--- config.mk ---
export PLATFORM = sky130hd
export DESIGN_NAME = lcpr_bit_acc
export DESIGN_NICKNAME = d
export VERILOG_FILES = /design/src/design/lcpr_pkg.sv /design/src/design/lcpr_bit_acc.sv
export SDC_FILE = /design/constraint.sdc
export NUM_CORES = 1
export LEC_CHECK = 0
export ABC_AREA = 1
export BUFFER_PORTS_ARGS = -buffer_cell sky130_fd_sc_hd__buf_2
export CORE_AREA = 2 2 39 41
export CTS_CLUSTER_DIAMETER = 100
export DETAILED_ROUTE_END_ITERATION = 16
export DIE_AREA = 0 0 41 43
export MAX_ROUTING_LAYER = met4
export PLACE_DENSITY = 0.77
export SYNTH_ARGS = -nofsm -noshare
export SYNTH_HDL_FRONTEND = slang
export SYNTH_SLANG_ARGS = --single-unit
--- constraint.sdc ---
create_clock -name aclk -period 3.5 [get_ports aclk]
set_clock_uncertainty 0.2 [all_clocks]
set_input_delay 0.175 -clock aclk [delete_from_list [all_inputs] [get_ports aclk]]
set_output_delay 0.175 -clock aclk [all_outputs]
set_load 0.005 [all_outputs]
--- src/design/lcpr_pkg.sv ---
// Shared types, constants and codes for the LED cube PWM refresh engine.
package lcpr_pkg;

    // Cube geometry and driver chain
    localparam int CUBE_SIDE     = 8;
    localparam int CHAIN_MODULES = 8;
    localparam int COORD_W       = 3;
    localparam int STORE_DEPTH   = 512;
    localparam int STORE_AW      = 9;
    localparam int MOD_W         = (CHAIN_MODULES > 1) ? $clog2(CHAIN_MODULES) : 1;

    // Stream widths
    localparam int S_TDATA_W = 24;
    localparam int M_TDATA_W = 16;
    localparam int CFG_IDX_W = 3;
    localparam int CFG_DAT_W = 8;

    // Driver register addresses and set-up data
    localparam logic [3:0] ADDR_FIRST_SETUP = 4'h9;
    localparam logic [7:0] NORMAL_OPERATION = 8'h01;

    // Configuration register indexes
    localparam logic [CFG_IDX_W-1:0] CFG_DECODE_MODE = 3'd0;
    localparam logic [CFG_IDX_W-1:0] CFG_INTENSITY   = 3'd1;
    localparam logic [CFG_IDX_W-1:0] CFG_SCAN_LIMIT  = 3'd2;
    localparam logic [CFG_IDX_W-1:0] CFG_PWM_PERIOD  = 3'd3;

    // Configuration reset values
    localparam logic [7:0] DECODE_MODE_RST = 8'h00;
    localparam logic [3:0] INTENSITY_RST   = 4'h9;
    localparam logic [7:0] SCAN_LIMIT_RST  = 8'h0F;
    localparam logic [7:0] PWM_PERIOD_RST  = 8'd10;

    // Result kinds
    localparam logic KIND_CMD  = 1'b0;
    localparam logic KIND_READ = 1'b1;

    typedef enum logic [1:0] {
        OP_WRITE   = 2'd0,
        OP_READ    = 2'd1,
        OP_REFRESH = 2'd2,
        OP_INIT    = 2'd3
    } op_t;

    typedef enum logic [2:0] {
        ST_CLEAR,
        ST_IDLE,
        ST_READ_PUT,
        ST_REF_READ,
        ST_REF_DRAIN,
        ST_REF_EMIT,
        ST_INIT_EMIT
    } state_t;

    typedef struct packed {
        logic [7:0] decode_mode;
        logic [3:0] intensity;
        logic [7:0] scan_limit;
        logic [7:0] pwm_period;
    } cfg_t;

    typedef struct packed {
        logic                we;
        logic [STORE_AW-1:0] waddr;
        logic [7:0]          wdata;
        logic [STORE_AW-1:0] raddr;
    } mem_req_t;

    typedef struct packed {
        logic               en;
        logic [COORD_W-1:0] col;
    } acc_ctl_t;

endpackage

--- src/design/lcpr_bit_acc.sv ---
// Shared phase comparator that builds one command data byte a column at a time.
module lcpr_bit_acc (
    input  logic                aclk,
    input  lcpr_pkg::acc_ctl_t  ctl,
    input  logic [7:0]          phase,
    input  logic [7:0]          level,
    output logic [7:0]          bits
);

    logic [7:0] bits_reg;

    // Light the column when the phase is below its level
    always_ff @(posedge aclk) begin
        if (ctl.en) begin
            bits_reg[ctl.col] <= (phase < level);
        end
    end

    assign bits = bits_reg;

endmodule

==> results of run 1 <==
logic make-up after synthesis:
kind of cell,synth area share
AND/OR/NAND/NOR,0.174
buffers and inverters,0.0985
flip-flops,0.485
adder cells (fa/ha/maj),0.177
AO/OA/AOI/OAI,0.0657
tightest hold or removal path: cells and delay by family:
kind | cells | cell delay (ns)
buffers and inverters | 1 | 0.12
AND/OR/NAND/NOR | 2 | 0.13
layout make-up:
| cell class | instances | area share |
|---|---|---|
| clock buffers | 3 | 0.0332 |
| inverters | 13 | 0.0720 |
| multi-input cells | 35 | 0.304 |
| flip-flops and latches | 8 | 0.354 |
| well taps | 16 | 0.0295 |
| repair buffers | 28 | 0.207 |
layer usage:
layer | GRT usage | vias up | share of wire
li1 | - | 239 | -
met1 | 0.110 | 194 | 0.37
met2 | 0.184 | 29 | 0.50
met3 | 0.0157 | 2 | 0.12
met4 | 0.100 | 0 | 0.0093
met5 | - | - | 0
worst max-delay path by stage:
stage	end	cells past startpoint	slack (ns)	start
after floorplan	bits[0]	7	2.24	level[3]
final	bits[4]	5	2.28	phase[5]
after global routing	bits[2]	7	2.21	phase[3]
after detailed placement	bits[4]	7	2.02	phase[3]
after global placement	bits[4]	5	2.05	phase[5]
after CTS	bits[4]	7	2.27	phase[3]
placed cells by master (no fill, tap or decap):
master    count
buf_2        28
ha_1          7
clkbuf_4      3
a21oi_1       2
inv_1        10
inv_2         3
edfxtp_1      8
o21ai_1       1
nand2_1      14
nor2_1        9
a21oi_2       2
through the flow:
stage / utilization / hold slack, ns / setup WS [ns] / cells / cell area [um^2]
floorplan: - / 0.240 / 2.24 / 56 / 495
global placement: 0.474 / 0.365 / 2.05 / 100 / 656
detailed placement: 0.474 / 0.371 / 2.02 / 100 / 656
CTS: 0.490 / 0.136 / 2.27 / 103 / 678
global route: 0.490 / 0.162 / 2.21 / 103 / 678
finish: 0.490 / 0.140 / 2.28 / 103 / 678
power groups by stage:
| stage | combinational (mW) | sequential, mW | clock [mW] |
|---|---|---|---|
| 2_1_floorplan | 0.0236 | 0.115 | 0 |
| 3_3_place_gp | 0.0421 | 0.114 | 0 |
| 3_5_place_dp | 0.0435 | 0.114 | 0 |
| 4_1_cts | 0.0440 | 0.113 | 0.0677 |
| 5_1_grt | 0.0503 | 0.113 | 0.0722 |
| 6_report | 0.0431 | 0.112 | 0.0668 |
==> results.md, run 1 <==
- CTS buffer count: 3
- CTS sink cnt: 8
- P_int: 171 uW
- Synth top cells by count: nand2_1, inv_1, nor2_1
- Psw: 51.2 uW
- Post-synth ARST share: 0
- Avg Cell Area, Syn: 8.85 um^2
- FF+latch area: 240 um^2
- Post-synthesis sequential area ratio: 0.485
- Fillers: 137
- Top cell type by total area after synthesis: edfxtp_1
- RSZ-0062 raised after global routing: no
- Setup bufs post-CTS: 0
- Syn. warnings: 0
- Post-CTS Resized: 0
- Leak pwr: 0.377 nW
- GPL Wtd Cong: 0.632
- Top FF cell, synth: edfxtp_1
- Hold depth: 3
- Flops & latches, synth: 8
- I/O pin cnt: 29
- Slew headroom: 0.807
- Highest clock rate: 817 MHz
- CTS Root Cell: clkbuf_4
- Buf+Inv Stages, Crit Path: 1
- Fin crit share: 0.350
- CORE AREA: 0.00138 mm^2
- Post-CTS Hold Buffers: 0
- DR WL/cell: 8.31 um
- H-tree levels: 1
- Minimum clock period: 1.22 ns
- CTS tree: built
- Share of cells above drive strength 1: 0.414
- Clock power share: 0.301
- Max VDD drop: 0.106 mV
- Hold Path Class: input pin to flip-flop
- Outcome: complete, no violations
- Nature of the critical path endpoint: flip-flop
- Hold EP: bits[2]
- Crit path required time: 3.34 ns
- Final slew viol count: 0
- Die area: 0.00176 mm^2
- Crit path DAT: 1.07 ns
- Clk slew on worst S/H paths: 0.05 ns
- Max-Cap Viols: 0
- Synth top area cells: edfxtp_1, ha_1, nand2_1
- First-pass GRT wire length: 1.28 mm
- Final hold violation count: 0
- Synth-to-Final Area Change: 36.9%
- Hold_sp: ctl[1]
- Initial antenna violation count: 0
- Slew at the pin closest to its max-slew limit: 0.289 ns
- Startpoint types: input pin
- Switching Share: 0.230
- Comb power frac: 0.194
- GR Overflow Total: 0
- Syn_nets: 84
- Die Y: 43 um
- Initial Utilization: 0.358
- Top Family by Delay on Critical Path: compound AO/OA/AOI/OAI gates
- Reg power frac: 0.506
- First-iteration detailed-routing DRC count: 14
- Hpwl dp: 745 um
- Nets: 117
- Final Power: 222 uW
- Cells after synthesis: 56
- CTS max path bufs: 2
- Multi-input logic area: 206 um^2
- Setup CP Type: input pin to flip-flop
- GR Util All Layers: 0.114
- Row count: 14
- # diodes: 0
- Die X-Extent: 41 um
- CP max stage delay: 0.30 ns
- Largest net degree at the start of global routing: 9
- Final setup vio count: 0
- Crit Path Max Fanout: 8
- Pwr/cell area: 328 mW/mm^2
- Number of enable flip-flop cells after synthesis: 8
- CP cell instances: buf_2 > ha_1 > a21oi_1 > o21ai_1 > a21oi_2
- Crit path max-delay cell type: ha_1
- First-pass DRT Iterations: 5
- Max FFs per register: 8
- DR vias: 464
- Unique masters post-synth: 9
- Area share of the largest cell type after synthesis: 0.485
- Setup TNS: 0 ns
- Count leader, synth: nand2_1
- Routed WL: 856 um
- Detail Route Antenna Nets: 0
- Drt via density: 4.50
- IO buf count: 28
- Drt drc: 0
- Vias in the first global route: 366
- Synth Cell Area: 495 um^2
(Power assumes the default switching activity.)
==> run 2: changes to the inputs <==
==> constraint.sdc (replaced) <==
create_clock -name aclk -period 1.15 [get_ports aclk]
set_clock_uncertainty 0.2 [all_clocks]
set_input_delay 0.0575 -clock aclk [delete_from_list [all_inputs] [get_ports aclk]]
set_output_delay 0.0575 -clock aclk [all_outputs]
set_load 0.005 [all_outputs]
==> results.md, run 2 (synthesis results as in run 1) <==
- Outcome: complete, no violations
- Comb power frac: 0.202 (+0.008)
- Setup bufs post-CTS: 0 (unchanged)
- CTS buffer count: 3 (unchanged)
- Reg power frac: 0.498 (-0.008)
- Slew at the pin closest to its max-slew limit: 0.230 ns (-0.0596 ns)
- Util after Layout: 0.498 (+0.00814)
- DR vias: 454 (-2.2%)
- Max VDD drop: 0.323 mV (+210%)
- Fin worst setup slack: 0.0856 ns (-2.19 ns)
- # diodes: 0 (unchanged)
- Final slew viol count: 0 (unchanged)
- GR Overflow Total: 0 (unchanged)
- Placed insts: 100 (unchanged)
- First-iteration detailed-routing DRC count: 7 (-7)
- DR WL/cell: 7.95 um (-4.3%)
- Placed instance area: 656 um^2 (unchanged)
- Final setup vio count: 0 (unchanged)
- Fillers: 138 (+0.73%)
- Nets: 117 (unchanged)
- Fin crit share: 0.926
- Drt via density: 4.41 (-2.2%)
- I/O pin cnt: 29 (unchanged)
- Hold depth: 3 (unchanged)
- Routed WL: 819 um (-4.3%)
- M1 GR Usage: 0.107 (-0.00262)
- P_int: 524 uW (+210%)
- Pre-CTS setup slack: -0.223 ns (-2.24 ns)
- Clk slew on worst S/H paths: 0.05 ns (about the same)
- Design area: 689 um^2 (+1.7%)
- Met3 Resource Use GR: 0.0157 (unchanged)
- Crit Path Max Fanout: 8 (unchanged)
- Minimum clock period: 1.06 ns
- Leak pwr: 0.379 nW (+0.55%)
- CTS tree: built
- Max-Cap Viols: 0 (unchanged)
- Highest clock rate: 940 MHz
- Nature of the critical path endpoint: flip-flop
- Pwr/cell area: 996 mW/mm^2 (+200%)
- Final hold violation count: 0 (unchanged)
- Clock power share: 0.300 (about the same)
- CTS max path bufs: 2 (unchanged)
- Largest net degree at the start of global routing: 9 (unchanged)
- Die Y: 43 um (unchanged)
- Crit path DAT: 0.85 ns (-0.22 ns)
- Multi-input logic area: 218 um^2 (+5.5%)
- Max FFs per register: 8 (unchanged)
- Initial Utilization: 0.358 (unchanged)
- GPL Wtd Cong: 0.632 (about the same)
- IO buf count: 28 (unchanged)
- Synth-to-Final Area Change: 39.1%
- CTS Root Cell: clkbuf_4
- First-pass DRT Iterations: 3 (-2)
- CTS sink cnt: 8 (unchanged)
- Share of cells above drive strength 1: 0.425 (+0.0115)
- RSZ-0062 raised after global routing: no
- Hold_sp: ctl[2]
- Setup CP Type: input pin to flip-flop
- Row count: 14 (unchanged)
- Switching Share: 0.237 (+0.00638)
- Finished Layout Cells: 103 (unchanged)
- GR Util All Layers: 0.108 (-0.00602)
- First-pass GRT wire length: 1.24 mm (-3.2%)
- Initial antenna violation count: 0 (unchanged)
- M2 GR Usage: 0.178 (-0.00625)
- Drt drc: 0 (unchanged)
- Hold EP: bits[6]
- Detail Route Antenna Nets: 0 (unchanged)
- Vias in the first global route: 369 (+0.82%)
- Crit path required time: 0.94 ns (-2.40 ns)
- H-tree levels: 1 (unchanged)
- Most common cell after layout, fill and taps aside: buf_2
- FF+latch area: 240 um^2 (unchanged)
- Slew headroom: 0.846 (+0.0387)
- CORE AREA: 0.00138 mm^2 (unchanged)
- Startpoint types: input pin
- Psw: 162 uW (+220%)
- Die X-Extent: 41 um (unchanged)
- GR peak layer: met2
- Die area: 0.00176 mm^2 (unchanged)
- Hpwl dp: 740 um (-0.68%)
- Hold Path Class: input pin to flip-flop
- Most frequent cells in the layout: buf_2, nand2_1, inv_1
run 2: changes by cell type in the layout (fill, tap and decap cells not counted):
cell / previous run / this run
a21oi_1: 2 / 1
a21oi_4: 0 / 1
run 2: layer usage:
layer / share of wire / wire (um)
met5: 0 / 0
met4: 0.026 / 21
met3: 0.12 / 101
met2: 0.47 / 388
met1: 0.38 / 308
run 2: through the flow:
stage	power [mW]	hold slack, ns	TNS, ns
after global placement	0.475	0.247	-1.48
after floorplan	0.421	0.123	0
after CTS	0.685	0.0116	0
final	0.687	0.0135	0
after detailed placement	0.481	0.252	-1.79
after global routing	0.728	0.0209	0
run 2: timing repair:
action | CTS | global route
setup endpoints to repair | 0 | 8
resized for setup | 0 | 2
hold buffers | 0 | 0
run 2: layout make-up:
class                      count  area share
timing repair buffer          28       0.203
sequential                     8       0.348
inverter                      13      0.0708
clock buffer                   3      0.0327
multi-input combinational     35       0.316
tap                           16      0.0290
run 2: worst max-delay path, cell delays in order:
cell and delay [ns]:
buf_2 0.07, inv_1 0.03, ha_1 0.29, nand2_1 0.07, nor2_1 0.21, a21oi_4 0.12
run 2: how the worst max path moves through the flow:
stage / slack (ns) / startpoint / endpoint / cells after the start
global route: 0.02 / level[7] / bits[2] / 6
floorplan: 0.007 / level[3] / bits[0] / 7
CTS: 0.04 / phase[3] / bits[5] / 7
global placement: -0.18 / phase[5] / bits[5] / 5
detailed placement: -0.22 / phase[3] / bits[2] / 7
finish: 0.09 / level[7] / bits[6] / 6
run 2: power by group through the flow:
stage	Clock [mW]	Sequential, mW	Combinational (mW)
final	0.206	0.342	0.139
after global placement	0	0.347	0.128
after CTS	0.210	0.342	0.133
after global routing	0.223	0.342	0.163
after floorplan	0	0.349	0.0719
after detailed placement	0	0.348	0.133
