**src/design/lcpr_pkg.sv**
```systemverilog
// Shared types, constants and codes for the LED cube PWM refresh engine.
package lcpr_pkg;

    // Cube geometry and driver chain
    localparam int CUBE_SIDE     = 8;
    localparam int CHAIN_MODULES = 8;
    localparam int COORD_W       = 3;
    localparam int STORE_DEPTH   = 512;
    localparam int STORE_AW      = 9;
    localparam int MOD_W         = (CHAIN_MODULES > 1) ? $clog2(CHAIN_MODULES) : 1;

    // Stream widths
    localparam int S_TDATA_W = 24;
    localparam int M_TDATA_W = 16;
    localparam int CFG_IDX_W = 3;
    localparam int CFG_DAT_W = 8;

    // Driver register addresses and set-up data
    localparam logic [3:0] ADDR_FIRST_SETUP = 4'h9;
    localparam logic [7:0] NORMAL_OPERATION = 8'h01;

    // Configuration register indexes
    localparam logic [CFG_IDX_W-1:0] CFG_DECODE_MODE = 3'd0;
    localparam logic [CFG_IDX_W-1:0] CFG_INTENSITY   = 3'd1;
    localparam logic [CFG_IDX_W-1:0] CFG_SCAN_LIMIT  = 3'd2;
    localparam logic [CFG_IDX_W-1:0] CFG_PWM_PERIOD  = 3'd3;

    // Configuration reset values
    localparam logic [7:0] DECODE_MODE_RST = 8'h00;
    localparam logic [3:0] INTENSITY_RST   = 4'h9;
    localparam logic [7:0] SCAN_LIMIT_RST  = 8'h0F;
    localparam logic [7:0] PWM_PERIOD_RST  = 8'd10;

    // Result kinds
    localparam logic KIND_CMD  = 1'b0;
    localparam logic KIND_READ = 1'b1;

    typedef enum logic [1:0] {
        OP_WRITE   = 2'd0,
        OP_READ    = 2'd1,
        OP_REFRESH = 2'd2,
        OP_INIT    = 2'd3
    } op_t;

    typedef enum logic [2:0] {
        ST_CLEAR,
        ST_IDLE,
        ST_READ_PUT,
        ST_REF_READ,
        ST_REF_DRAIN,
        ST_REF_EMIT,
        ST_INIT_EMIT
    } state_t;

    typedef struct packed {
        logic [7:0] decode_mode;
        logic [3:0] intensity;
        logic [7:0] scan_limit;
        logic [7:0] pwm_period;
    } cfg_t;

    typedef struct packed {
        logic                we;
        logic [STORE_AW-1:0] waddr;
        logic [7:0]          wdata;
        logic [STORE_AW-1:0] raddr;
    } mem_req_t;

    typedef struct packed {
        logic               en;
        logic [COORD_W-1:0] col;
    } acc_ctl_t;

endpackage

```
**src/design/lcpr_seq.sv**
```systemverilog
// Sequencer: input capture, store clearing, refresh and init word generation, output register.
module lcpr_seq (
    input  logic                               aclk,
    input  logic                               aresetn,
    input  logic                               s_tvalid,
    output logic                               s_tready,
    input  logic [1:0]                         s_tuser,
    input  logic [lcpr_pkg::S_TDATA_W-1:0]     s_tdata,
    input  lcpr_pkg::cfg_t                     cfg,
    output lcpr_pkg::mem_req_t                 mem_req,
    input  logic [7:0]                         rd_level,
    output lcpr_pkg::acc_ctl_t                 acc_ctl,
    input  logic [7:0]                         acc_bits,
    output logic [7:0]                         phase,
    output logic                               m_tvalid,
    input  logic                               m_tready,
    output logic [lcpr_pkg::M_TDATA_W-1:0]     m_tdata,
    output logic                               m_tuser,
    output logic                               m_tlast
);

    lcpr_pkg::state_t state_reg, state_next;

    logic [lcpr_pkg::STORE_AW-1:0] clr_reg, clr_next;
    logic [lcpr_pkg::COORD_W-1:0]  x_reg, x_next;
    logic [lcpr_pkg::COORD_W-1:0]  y_reg, y_next;
    logic [lcpr_pkg::COORD_W-1:0]  z_reg, z_next;
    logic [lcpr_pkg::COORD_W-1:0]  row_reg, row_next;
    logic [lcpr_pkg::MOD_W-1:0]    mod_reg, mod_next;
    logic [lcpr_pkg::COORD_W-1:0]  col_reg, col_next;
    logic [7:0]                    phase_reg, phase_next;
    logic                          cmp_en_reg, cmp_en_next;
    logic [lcpr_pkg::COORD_W-1:0]  cmp_col_reg;

    logic       m_tvalid_reg, m_tvalid_next;
    logic [3:0] m_addr_reg;
    logic [7:0] m_data_reg;
    logic       m_fend_reg, m_lit_reg, m_kind_reg, m_last_reg;

    logic                         in_accept;
    lcpr_pkg::op_t                in_op;
    logic [lcpr_pkg::COORD_W-1:0] in_x, in_y, in_z;
    logic [7:0]                   in_level;
    logic                         out_free;
    logic                         mod_last, row_last;
    logic [lcpr_pkg::COORD_W-1:0] dep;
    logic [8:0]                   phase_inc;

    logic       out_load;
    logic [3:0] out_addr;
    logic [7:0] out_data;
    logic       out_fend, out_lit, out_kind, out_last;

    // Unpack the input transaction
    assign in_op    = lcpr_pkg::op_t'(s_tuser);
    assign in_x     = s_tdata[2:0];
    assign in_y     = s_tdata[5:3];
    assign in_z     = s_tdata[8:6];
    assign in_level = s_tdata[16:9];

    assign s_tready  = (state_reg == lcpr_pkg::ST_IDLE);
    assign in_accept = s_tvalid && s_tready;
    assign out_free  = !m_tvalid_reg || m_tready;
    assign mod_last  = (mod_reg == lcpr_pkg::MOD_W'(lcpr_pkg::CHAIN_MODULES - 1));
    assign dep       = lcpr_pkg::COORD_W'(lcpr_pkg::CHAIN_MODULES - 1)
                       - lcpr_pkg::COORD_W'(mod_reg);
    assign phase_inc = {1'b0, phase_reg} + 9'd1;

    // Next state
    always_comb begin
        state_next = state_reg;
        case (state_reg)
            lcpr_pkg::ST_CLEAR: begin
                if (clr_reg == '1) state_next = lcpr_pkg::ST_IDLE;
            end
            lcpr_pkg::ST_IDLE: begin
                if (in_accept) begin
                    case (in_op)
                        lcpr_pkg::OP_READ:    state_next = lcpr_pkg::ST_READ_PUT;
                        lcpr_pkg::OP_REFRESH: state_next = lcpr_pkg::ST_REF_READ;
                        lcpr_pkg::OP_INIT:    state_next = lcpr_pkg::ST_INIT_EMIT;
                        default:              state_next = lcpr_pkg::ST_IDLE;
                    endcase
                end
            end
            lcpr_pkg::ST_READ_PUT: begin
                if (out_free) state_next = lcpr_pkg::ST_IDLE;
            end
            lcpr_pkg::ST_REF_READ: begin
                if (col_reg == '1) state_next = lcpr_pkg::ST_REF_DRAIN;
            end
            lcpr_pkg::ST_REF_DRAIN: begin
                state_next = lcpr_pkg::ST_REF_EMIT;
            end
            lcpr_pkg::ST_REF_EMIT: begin
                if (out_free) begin
                    state_next = (row_reg == 3'd7 && mod_last) ? lcpr_pkg::ST_IDLE
                                                               : lcpr_pkg::ST_REF_READ;
                end
            end
            lcpr_pkg::ST_INIT_EMIT: begin
                if (out_free && row_reg == 3'd3 && mod_last) state_next = lcpr_pkg::ST_IDLE;
            end
            default: state_next = lcpr_pkg::ST_CLEAR;
        endcase
    end

    // Outputs and counter updates
    always_comb begin
        clr_next    = clr_reg;
        x_next      = x_reg;
        y_next      = y_reg;
        z_next      = z_reg;
        row_next    = row_reg;
        mod_next    = mod_reg;
        col_next    = col_reg;
        phase_next  = phase_reg;
        cmp_en_next = 1'b0;
        mem_req     = '{we: 1'b0, waddr: {x_reg, y_reg, z_reg}, wdata: in_level,
                        raddr: {x_reg, y_reg, z_reg}};
        out_load    = 1'b0;
        out_addr    = '0;
        out_data    = '0;
        out_fend    = 1'b0;
        out_lit     = 1'b0;
        out_kind    = lcpr_pkg::KIND_CMD;
        out_last    = 1'b0;
        row_last    = 1'b0;
        case (state_reg)
            lcpr_pkg::ST_CLEAR: begin
                // Sweep zeros through the store
                mem_req.we    = 1'b1;
                mem_req.waddr = clr_reg;
                mem_req.wdata = '0;
                clr_next      = clr_reg + 1'b1;
            end
            lcpr_pkg::ST_IDLE: begin
                // Write directly; start the read for a read request
                mem_req.waddr = {in_x, in_y, in_z};
                mem_req.raddr = {in_x, in_y, in_z};
                mem_req.we    = in_accept && (in_op == lcpr_pkg::OP_WRITE);
                if (in_accept) begin
                    x_next   = in_x;
                    y_next   = in_y;
                    z_next   = in_z;
                    row_next = '0;
                    mod_next = '0;
                    col_next = '0;
                end
            end
            lcpr_pkg::ST_READ_PUT: begin
                // Hold the read address so the registered data stays put
                out_load = out_free;
                out_kind = lcpr_pkg::KIND_READ;
                out_lit  = (rd_level != 8'd0);
                out_last = 1'b1;
            end
            lcpr_pkg::ST_REF_READ: begin
                // Issue one column read per cycle; the compare follows in the next cycle
                mem_req.raddr = {dep, row_reg, col_reg};
                cmp_en_next   = 1'b1;
                col_next      = col_reg + 1'b1;
            end
            lcpr_pkg::ST_REF_DRAIN: begin
                mem_req.raddr = {dep, row_reg, col_reg};
            end
            lcpr_pkg::ST_REF_EMIT: begin
                row_last = (row_reg == 3'd7) && mod_last;
                out_load = out_free;
                out_addr = {1'b0, row_reg} + 4'd1;
                out_data = acc_bits;
                out_fend = mod_last;
                out_last = row_last;
                if (out_free) begin
                    // Advance module, then row; advance the phase after the last word, wrapping at the period
                    if (mod_last) begin
                        mod_next = '0;
                        row_next = row_reg + 1'b1;
                    end else begin
                        mod_next = mod_reg + 1'b1;
                    end
                    if (row_last) begin
                        phase_next = (phase_inc >= {1'b0, cfg.pwm_period}) ? 8'd0
                                                                           : phase_inc[7:0];
                    end
                end
            end
            lcpr_pkg::ST_INIT_EMIT: begin
                out_load = out_free;
                out_addr = lcpr_pkg::ADDR_FIRST_SETUP + {2'b00, row_reg[1:0]};
                case (row_reg[1:0])
                    2'd0:    out_data = cfg.decode_mode;
                    2'd1:    out_data = {4'h0, cfg.intensity};
                    2'd2:    out_data = cfg.scan_limit;
                    default: out_data = lcpr_pkg::NORMAL_OPERATION;
                endcase
                out_fend = mod_last;
                out_last = (row_reg == 3'd3) && mod_last;
                if (out_free) begin
                    if (mod_last) begin
                        mod_next = '0;
                        row_next = row_reg + 1'b1;
                    end else begin
                        mod_next = mod_reg + 1'b1;
                    end
                end
            end
            default: begin
                clr_next = '0;
            end
        endcase
    end

    // Output valid: set on load, drop when taken
    always_comb begin
        if (out_load) begin
            m_tvalid_next = 1'b1;
        end else if (m_tready) begin
            m_tvalid_next = 1'b0;
        end else begin
            m_tvalid_next = m_tvalid_reg;
        end
    end

    // Control registers
    always_ff @(posedge aclk) begin
        if (!aresetn) begin
            state_reg    <= lcpr_pkg::ST_CLEAR;
            clr_reg      <= '0;
            row_reg      <= '0;
            mod_reg      <= '0;
            col_reg      <= '0;
            phase_reg    <= '0;
            cmp_en_reg   <= 1'b0;
            m_tvalid_reg <= 1'b0;
        end else begin
            state_reg    <= state_next;
            clr_reg      <= clr_next;
            row_reg      <= row_next;
            mod_reg      <= mod_next;
            col_reg      <= col_next;
            phase_reg    <= phase_next;
            cmp_en_reg   <= cmp_en_next;
            m_tvalid_reg <= m_tvalid_next;
        end
    end

    // Payload registers
    always_ff @(posedge aclk) begin
        x_reg       <= x_next;
        y_reg       <= y_next;
        z_reg       <= z_next;
        cmp_col_reg <= col_reg;
        if (out_load) begin
            m_addr_reg <= out_addr;
            m_data_reg <= out_data;
            m_fend_reg <= out_fend;
            m_lit_reg  <= out_lit;
            m_kind_reg <= out_kind;
            m_last_reg <= out_last;
        end
    end

    assign acc_ctl  = '{en: cmp_en_reg, col: cmp_col_reg};
    assign phase    = phase_reg;
    assign m_tvalid = m_tvalid_reg;
    assign m_tdata  = {2'b00, m_lit_reg, m_fend_reg, m_data_reg, m_addr_reg};
    assign m_tuser  = m_kind_reg;
    assign m_tlast  = m_last_reg;

endmodule

```
**config.mk**
```make
export PLATFORM = sky130hd
export DESIGN_NAME = lcpr_seq
export DESIGN_NICKNAME = d
export VERILOG_FILES = /design/src/design/lcpr_pkg.sv /design/src/design/lcpr_seq.sv
export SDC_FILE = /design/constraint.sdc
export NUM_CORES = 1
export LEC_CHECK = 0
export ABC_AREA = 1
export BUFFER_PORTS_ARGS = -buffer_cell sky130_fd_sc_hd__buf_2
export CORE_AREA = 4 4 99 138
export DETAILED_ROUTE_END_ITERATION = 7
export DIE_AREA = 0 0 103 142
export HOLD_SLACK_MARGIN = 0.15
export SLEW_MARGIN = 0
export SYNTH_ARGS = -nofsm -noshare
export SYNTH_HDL_FRONTEND = slang
export SYNTH_SLANG_ARGS = --single-unit
```
**constraint.sdc**
```tcl
create_clock -name aclk -period 2.53 [get_ports aclk]
set_input_delay 0.506 -clock aclk [delete_from_list [all_inputs] [get_ports aclk]]
set_output_delay 0.506 -clock aclk [all_outputs]
set_load 0.02 [all_outputs]
```
==> results of run 1 <==
==> how the worst max path moves through the flow <==
stage / to / cells after the start / start / slack, ps
after CTS: mem_req[18] / 7 / state_reg[0]$_SDFFE_PN0P_ / 10
final: mem_req[21] / 6 / state_reg[0]$_SDFFE_PN0P_ / 160
after floorplan: phase[4]$_SDFFE_PN0P_ / 12 / phase[0]$_SDFFE_PN0P_ / 460
after global routing: mem_req[21] / 6 / state_reg[0]$_SDFFE_PN0P_ / 30
after detailed placement: phase[1]$_SDFFE_PN0P_ / 10 / phase[0]$_SDFFE_PN0P_ / 270
after global placement: phase[4]$_SDFFE_PN0P_ / 13 / phase[0]$_SDFFE_PN0P_ / 330
==> power groups by stage <==
stage	Combinational, mW	Sequential, mW	Clock, mW
after floorplan	0.0491	1.01	0
after detailed placement	0.110	1.02	0
after CTS	0.111	0.996	1.27
after global routing	0.124	0.996	1.31
final	0.110	0.996	1.23
after global placement	0.107	1.02	0
==> timing repair <==
action | in CTS | in global routing
buffers inserted | 0 | 0
endpoints found under the setup margin | 0 | 18
gates resized for setup | 0 | 1
endpoints found under the hold margin | 0 | 0
==> worst register-to-register path, delay by kind of cell, from the launching register on <==
family / cells / cell delay (ps)
AOI/OAI and AO/OA: 1 / 170
xor gates and xnor gates: 1 / 230
adders and majority gates: 2 / 510
buffers and inverters: 1 / 30
DFF: 1 / 470
and+or+nand+nor: 7 / 790
==> routing by layer <==
metal  wire length (µm)  global-route usage, %
met3                745                   2.75
met5                  0                      0
met2               4580                   21.8
met1               4150                   16.9
met4                123                   4.50
==> logic make-up after synthesis <==
family / Yosys count / synth area share, %
DFF: 59 / 41.9
other: 1 / 0.110
adders and majority gates: 21 / 7.68
xor gates and xnor gates: 5 / 1.28
and+or+nand+nor: 147 / 19.6
buffers and inverters: 81 / 9.99
AOI/OAI and AO/OA: 100 / 19.5
==> placed cells by master (no fill, tap or decap), drive strengths merged, types with 2 or more instances in the layout <==
| cell type | instances |
|---|---|
| xor2 | 3 |
| dfxtp | 34 |
| nand3 | 20 |
| nor4 | 2 |
| a21oi | 35 |
| ha | 21 |
| xnor2 | 2 |
| nor3 | 4 |
| o21ai | 25 |
| clkbuf | 12 |
| o211ai | 8 |
| clkinv | 2 |
| conb | 2 |
| o221ai | 11 |
| buf | 128 |
| a31oi | 2 |
| edfxtp | 25 |
| clkinvlp | 2 |
| a32o | 2 |
| a22oi | 2 |
| inv | 66 |
| a22o | 8 |
| nand4 | 2 |
| nand2 | 79 |
| nor2 | 38 |
==> cell type report <==
| class | instances | share of cell area [%] |
|---|---|---|
| flip-flops and latches | 59 | 31.9 |
| clock inverters | 4 | 1.09 |
| repair buffers | 128 | 14.6 |
| clock buffers | 12 | 5.72 |
| well taps | 150 | 4.18 |
| inverters | 67 | 5.72 |
| multi-input cells | 275 | 36.9 |
==> results_dict.tcl, run 1 <==
set metrics [dict create \
    status "finished clean" \
    clock_skew_ps 8.64 \
    wl_per_cell_um 13.8 \
    finalHoldViolations 0 \
    largest_reg_flops 9 \
    yosysWarnings 0 \
    power_density_mw_per_mm2 521 \
    hold_path.class "input port to flip-flop" \
    r2r_cells 12 \
    place_ws_ps 270 \
    cts-root-buf "clkbuf_16" \
    first_iter_violations 158 \
    worstPathRequired_ps 2020 \
    stdcell_count 695 \
    cts_tree "yes" \
    start_util_pct 27.6 \
    route.detailed.drc 0 \
    cts.sinks 59 \
    dr.pass1.iters 4 \
    pin_count 133 \
    grt_use_total_pct 13.2 \
    viasPerCell 4.74 \
    synth-main-ff-cell "dfxtp_1" \
    gp_congestion 0.811 \
    leakagePower_nw 2.17 \
    grt_pass1_vias 3173 \
    cpLargestDelayFamily "simple AND/OR/NAND/NOR gates" \
    power.switching_mw 0.478 \
    crit_path_top_delay_cell "dfxtp_1" \
    min_path_cells 1 \
    max_freq_mhz 422 \
    worstPathArrival_ps 1860 \
    grt_pass1_wl_mm 15.1 \
    clk_path_buf_depth 2 \
    die_h_um 142 \
    ir_drop_mv 0.344 \
    critPathMaxFanout 9 \
    timing.hold.ws_ps 371 \
    p_sw_share_pct 20.4 \
    clk_latency_ps 320 \
    placed_cells 679 \
    ys_seq_area_share_pct 41.9 \
    combPwrFrac_pct 4.7 \
    rows 48 \
    htreeDepth 3 \
    grt_max_degree 21 \
    drt-total-wl_mm 9.60 \
    dpl_cell_area_mm2 0.00418 \
    core_area_mm2 0.0124 \
    path_cells "inv_1, nor2_4, nand2_4, nand2_1, o221ai_1, buf_2" \
    fillers 1271 \
    path_buf_inv 2 \
    synth.largest_area_cell "edfxtp_1" \
    drive_above_1_share_pct 31.6 \
    total_power_mw 2.34 \
    cts_made_buffers 9 \
    ys_ff_latch 59 \
    synth_edf_count 25 \
    hp-start "s_tdata[8]" \
    synthCells 414 \
    setup_viol 0 \
    drv_cap 0 \
    seqCellArea_mm2 0.00143 \
    clk_pin_slew_ps 60 \
    rsz0062_at_grt "no" \
    io_buffers 123 \
    async_flop_share_pct 0 \
    antennaDiodeCount 0 \
    postCtsHoldBufs 0 \
    synthDistinctLibCells 46 \
    dpl.hpwl_mm 7.50 \
    drtAntennaViolNets 0 \
    end_kind "output pin" \
    num_vias 3292 \
    reg2reg_to "phase[1]$_SDFFE_PN0P_" \
    internal-power_mw 1.86 \
    worst_setup_path_start_kind "flip-flop" \
    critPathKind "flip-flop to output pin" \
    pwr-share-seq_pct 42.6 \
    synth_area_mm2 0.00342 \
    overflow 0 \
    rrSetupSlack_ps 250 \
    fin_nets 635 \
    syn_to_final_growth_pct 31.2 \
    synth_most_common_cell "nand2_1" \
    worst_path_largest_cell_delay_ps 420 \
    finalMaxSlewViolations 0 \
    utilization_pct 36.3 \
    period_share_pct 93.6 \
    finalSetupTns_ps 0 \
    die-area_mm2 0.0146 \
    synth.avg_cell_area_um2 8.26 \
    synthTopCellsByCount "nand2_1, inv_1, dfxtp_1" \
    min_delay_worst_endpoint "z_reg[2]$_DFFE_PP_" \
    final_area_mm2 0.00449 \
    fin_ws_ps 162 \
    die_x_um 103 \
    antenna_found_initial 0 \
    slew_headroom_pct 55.3 \
    yosys-top-cells-area "edfxtp_1, dfxtp_1, nand2_1" \
    p_clk_share_pct 52.7 \
    period_needed_ps 2370 \
    tightest_slew_ps 667 \
    synth.top_cell.area_share_pct 22.0 \
    r2r_start "phase[0]$_SDFFE_PN0P_" \
    multi_input_area_mm2 0.00165 \
]
Note: power is estimated with default switching activity, not from simulation.
==> run 2, diff against run 1 <==
--- a/config.mk
+++ b/config.mk
@@ -11,6 +11,7 @@
 export DETAILED_ROUTE_END_ITERATION = 7
 export DIE_AREA = 0 0 103 142
 export HOLD_SLACK_MARGIN = 0.15
+export REMOVE_ABC_BUFFERS = 1
 export SLEW_MARGIN = 0
 export SYNTH_ARGS = -nofsm -noshare
 export SYNTH_HDL_FRONTEND = slang
==> run 2 against run 1 <==
Net effect: clock power down 12%; core utilization down 0.20 points; count of clock-buffer cells in the layout up 1; critical endpoint is now mem_req[2]; maximum frequency up 0.15%; design area down 0.56%; sequential share of layout area up 0.18 points; flip-flop and latch count unchanged; global-route usage up 0.31 points; die area unchanged; routed wire length up 2.0%; non-clock buffer count up 2.
==> results_dict.tcl, run 2 (synthesis results as in run 1) <==
set metrics [dict create \
    clk_path_buf_depth 2 \
    clock_skew_ps 5.42 \
    end_kind "output pin" \
    drtAntennaViolNets 0 \
    final_cell_mix "buf_2, nand2_1, inv_1, dfxtp_1, nor2_1" \
    overflow 0 \
    drv_cap 0 \
    htreeDepth 3 \
    worst_setup_path_start_kind "flip-flop" \
    pin_count 133 \
    first_iter_violations 153 \
    highest_layer "met4" \
    cts.sinks 59 \
    antenna_found_initial 0 \
    core_area_mm2 0.0124 \
    finalHoldViolations 0 \
    ir_drop_mv 0.214 \
    power_density_mw_per_mm2 490 \
    fin_nets 637 \
    leakagePower_nw 2.16 \
    hold_path.class "input port to flip-flop" \
    die-area_mm2 0.0146 \
    dr_wl_met3_um 795 \
    dr.pass1.iters 4 \
    wl_met1_mm 3.85 \
    grt_pass1_wl_mm 15.4 \
    setup_viol 0 \
    max_freq_mhz 423 \
    wl_met2_mm 4.97 \
    dpl.hpwl_mm 7.85 \
    cts_resized 0 \
    gp_congestion 0.840 \
    io_buffers 123 \
    wl_per_cell_um 14.0 \
    finalMaxSlewViolations 0 \
    worstPathArrival_ps 1860 \
    cts_made_buffers 9 \
    die_x_um 103 \
    clk_pin_slew_ps 50 \
    postCtsHoldBufs 0 \
    final_common_cell "buf_2" \
    grt_use_total_pct 13.5 \
    cts_tree "yes" \
    die_h_um 142 \
    timing.hold.ws_ps 376 \
    rrSetupSlack_ps 310 \
    rows 48 \
    num_vias 3234 \
    antennaDiodeCount 0 \
    critPathKind "flip-flop to output pin" \
    cts-root-buf "clkbuf_16" \
    post_cts_buffers 0 \
    grt_pass1_vias 3185 \
    start_util_pct 27.6 \
    drive_above_1_share_pct 31.3 \
    clk_latency_ps 320 \
    syn_to_final_growth_pct 30.5 \
    status "finished clean" \
    viasPerCell 4.64 \
    period_needed_ps 2360 \
    route.detailed.drc 0 \
    grt_max_degree 21 \
    worstPathRequired_ps 2020 \
    largest_reg_flops 9 \
    fillers 1291 \
    critPathMaxFanout 9 \
    rsz0062_at_grt "no" \
    period_share_pct 93.4 \
    drt-total-wl_mm 9.79 \
    finalSetupTns_ps 0 \
]
-- run 2: path summary, 6_finish.rpt --
path | from | cells after the start | end
max | state_reg[1]$_SDFFE_PN0P_ | 7 | mem_req[2]
min | s_tdata[5] | 1 | y_reg[2]$_DFFE_PP_
max reg2reg | phase[1]$_SDFFE_PN0P_ | 12 | phase[2]$_SDFFE_PN0P_
min reg2reg | col_reg[1]$_SDFFE_PN0P_ | 0 | cmp_col_reg[1]$_DFF_P_
-- run 2: per-stage QoR --
stage                     setup slack [ps]  cells  util, %  power (mW)  cell area (µm²)
after floorplan                        455    401        -        1.06             3330
after global placement                 414    681     33.9        1.12             4190
after detailed placement               319    681     33.9        1.13             4190
after CTS                             50.8    697     36.0        2.22             4450
after global routing                  11.8    697     36.1        2.30             4460
final                                  166    697     36.1        2.19             4460
-- run 2: critical path, cell delays in order (launching register included) --
cell and delay, ps:
dfxtp_1 470, nor2_1 100, nand2_1 80, nand2_2 100, inv_2 160, nand2_2 170
o211ai_1 240, buf_2 210
-- run 2: area by class of cell --
| type | count | area, µm² | area share (%) |
|---|---|---|---|
| Multi-Input combinational cell | 275 | 1660 | 37.1 |
| Sequential cell | 59 | 1430 | 32.1 |
| Timing Repair Buffer | 130 | 668 | 15.0 |
| Inverter | 67 | 256 | 5.75 |
| Clock buffer | 13 | 250 | 5.61 |
| Tap cell | 150 | 188 | 4.21 |
| Clock inverter | 3 | 13.8 | 0.308 |
-- run 2: per-layer routing --
metal / vias to the layer above / global-route usage (%)
li1: 1669 / -
met4: 0 / 5.05
met2: 119 / 24.3
met3: 13 / 3.68
met5: - / 0
met1: 1433 / 14.9
-- run 2: power breakdown --
group	internal [mW]	switching (mW)	leakage, nW	total, mW
logic	0.0562	0.0552	1.56	0.111
clock network	0.682	0.399	0.131	1.08
registers	0.992	0.00416	0.475	0.996
total	1.73	0.458	2.16	2.19
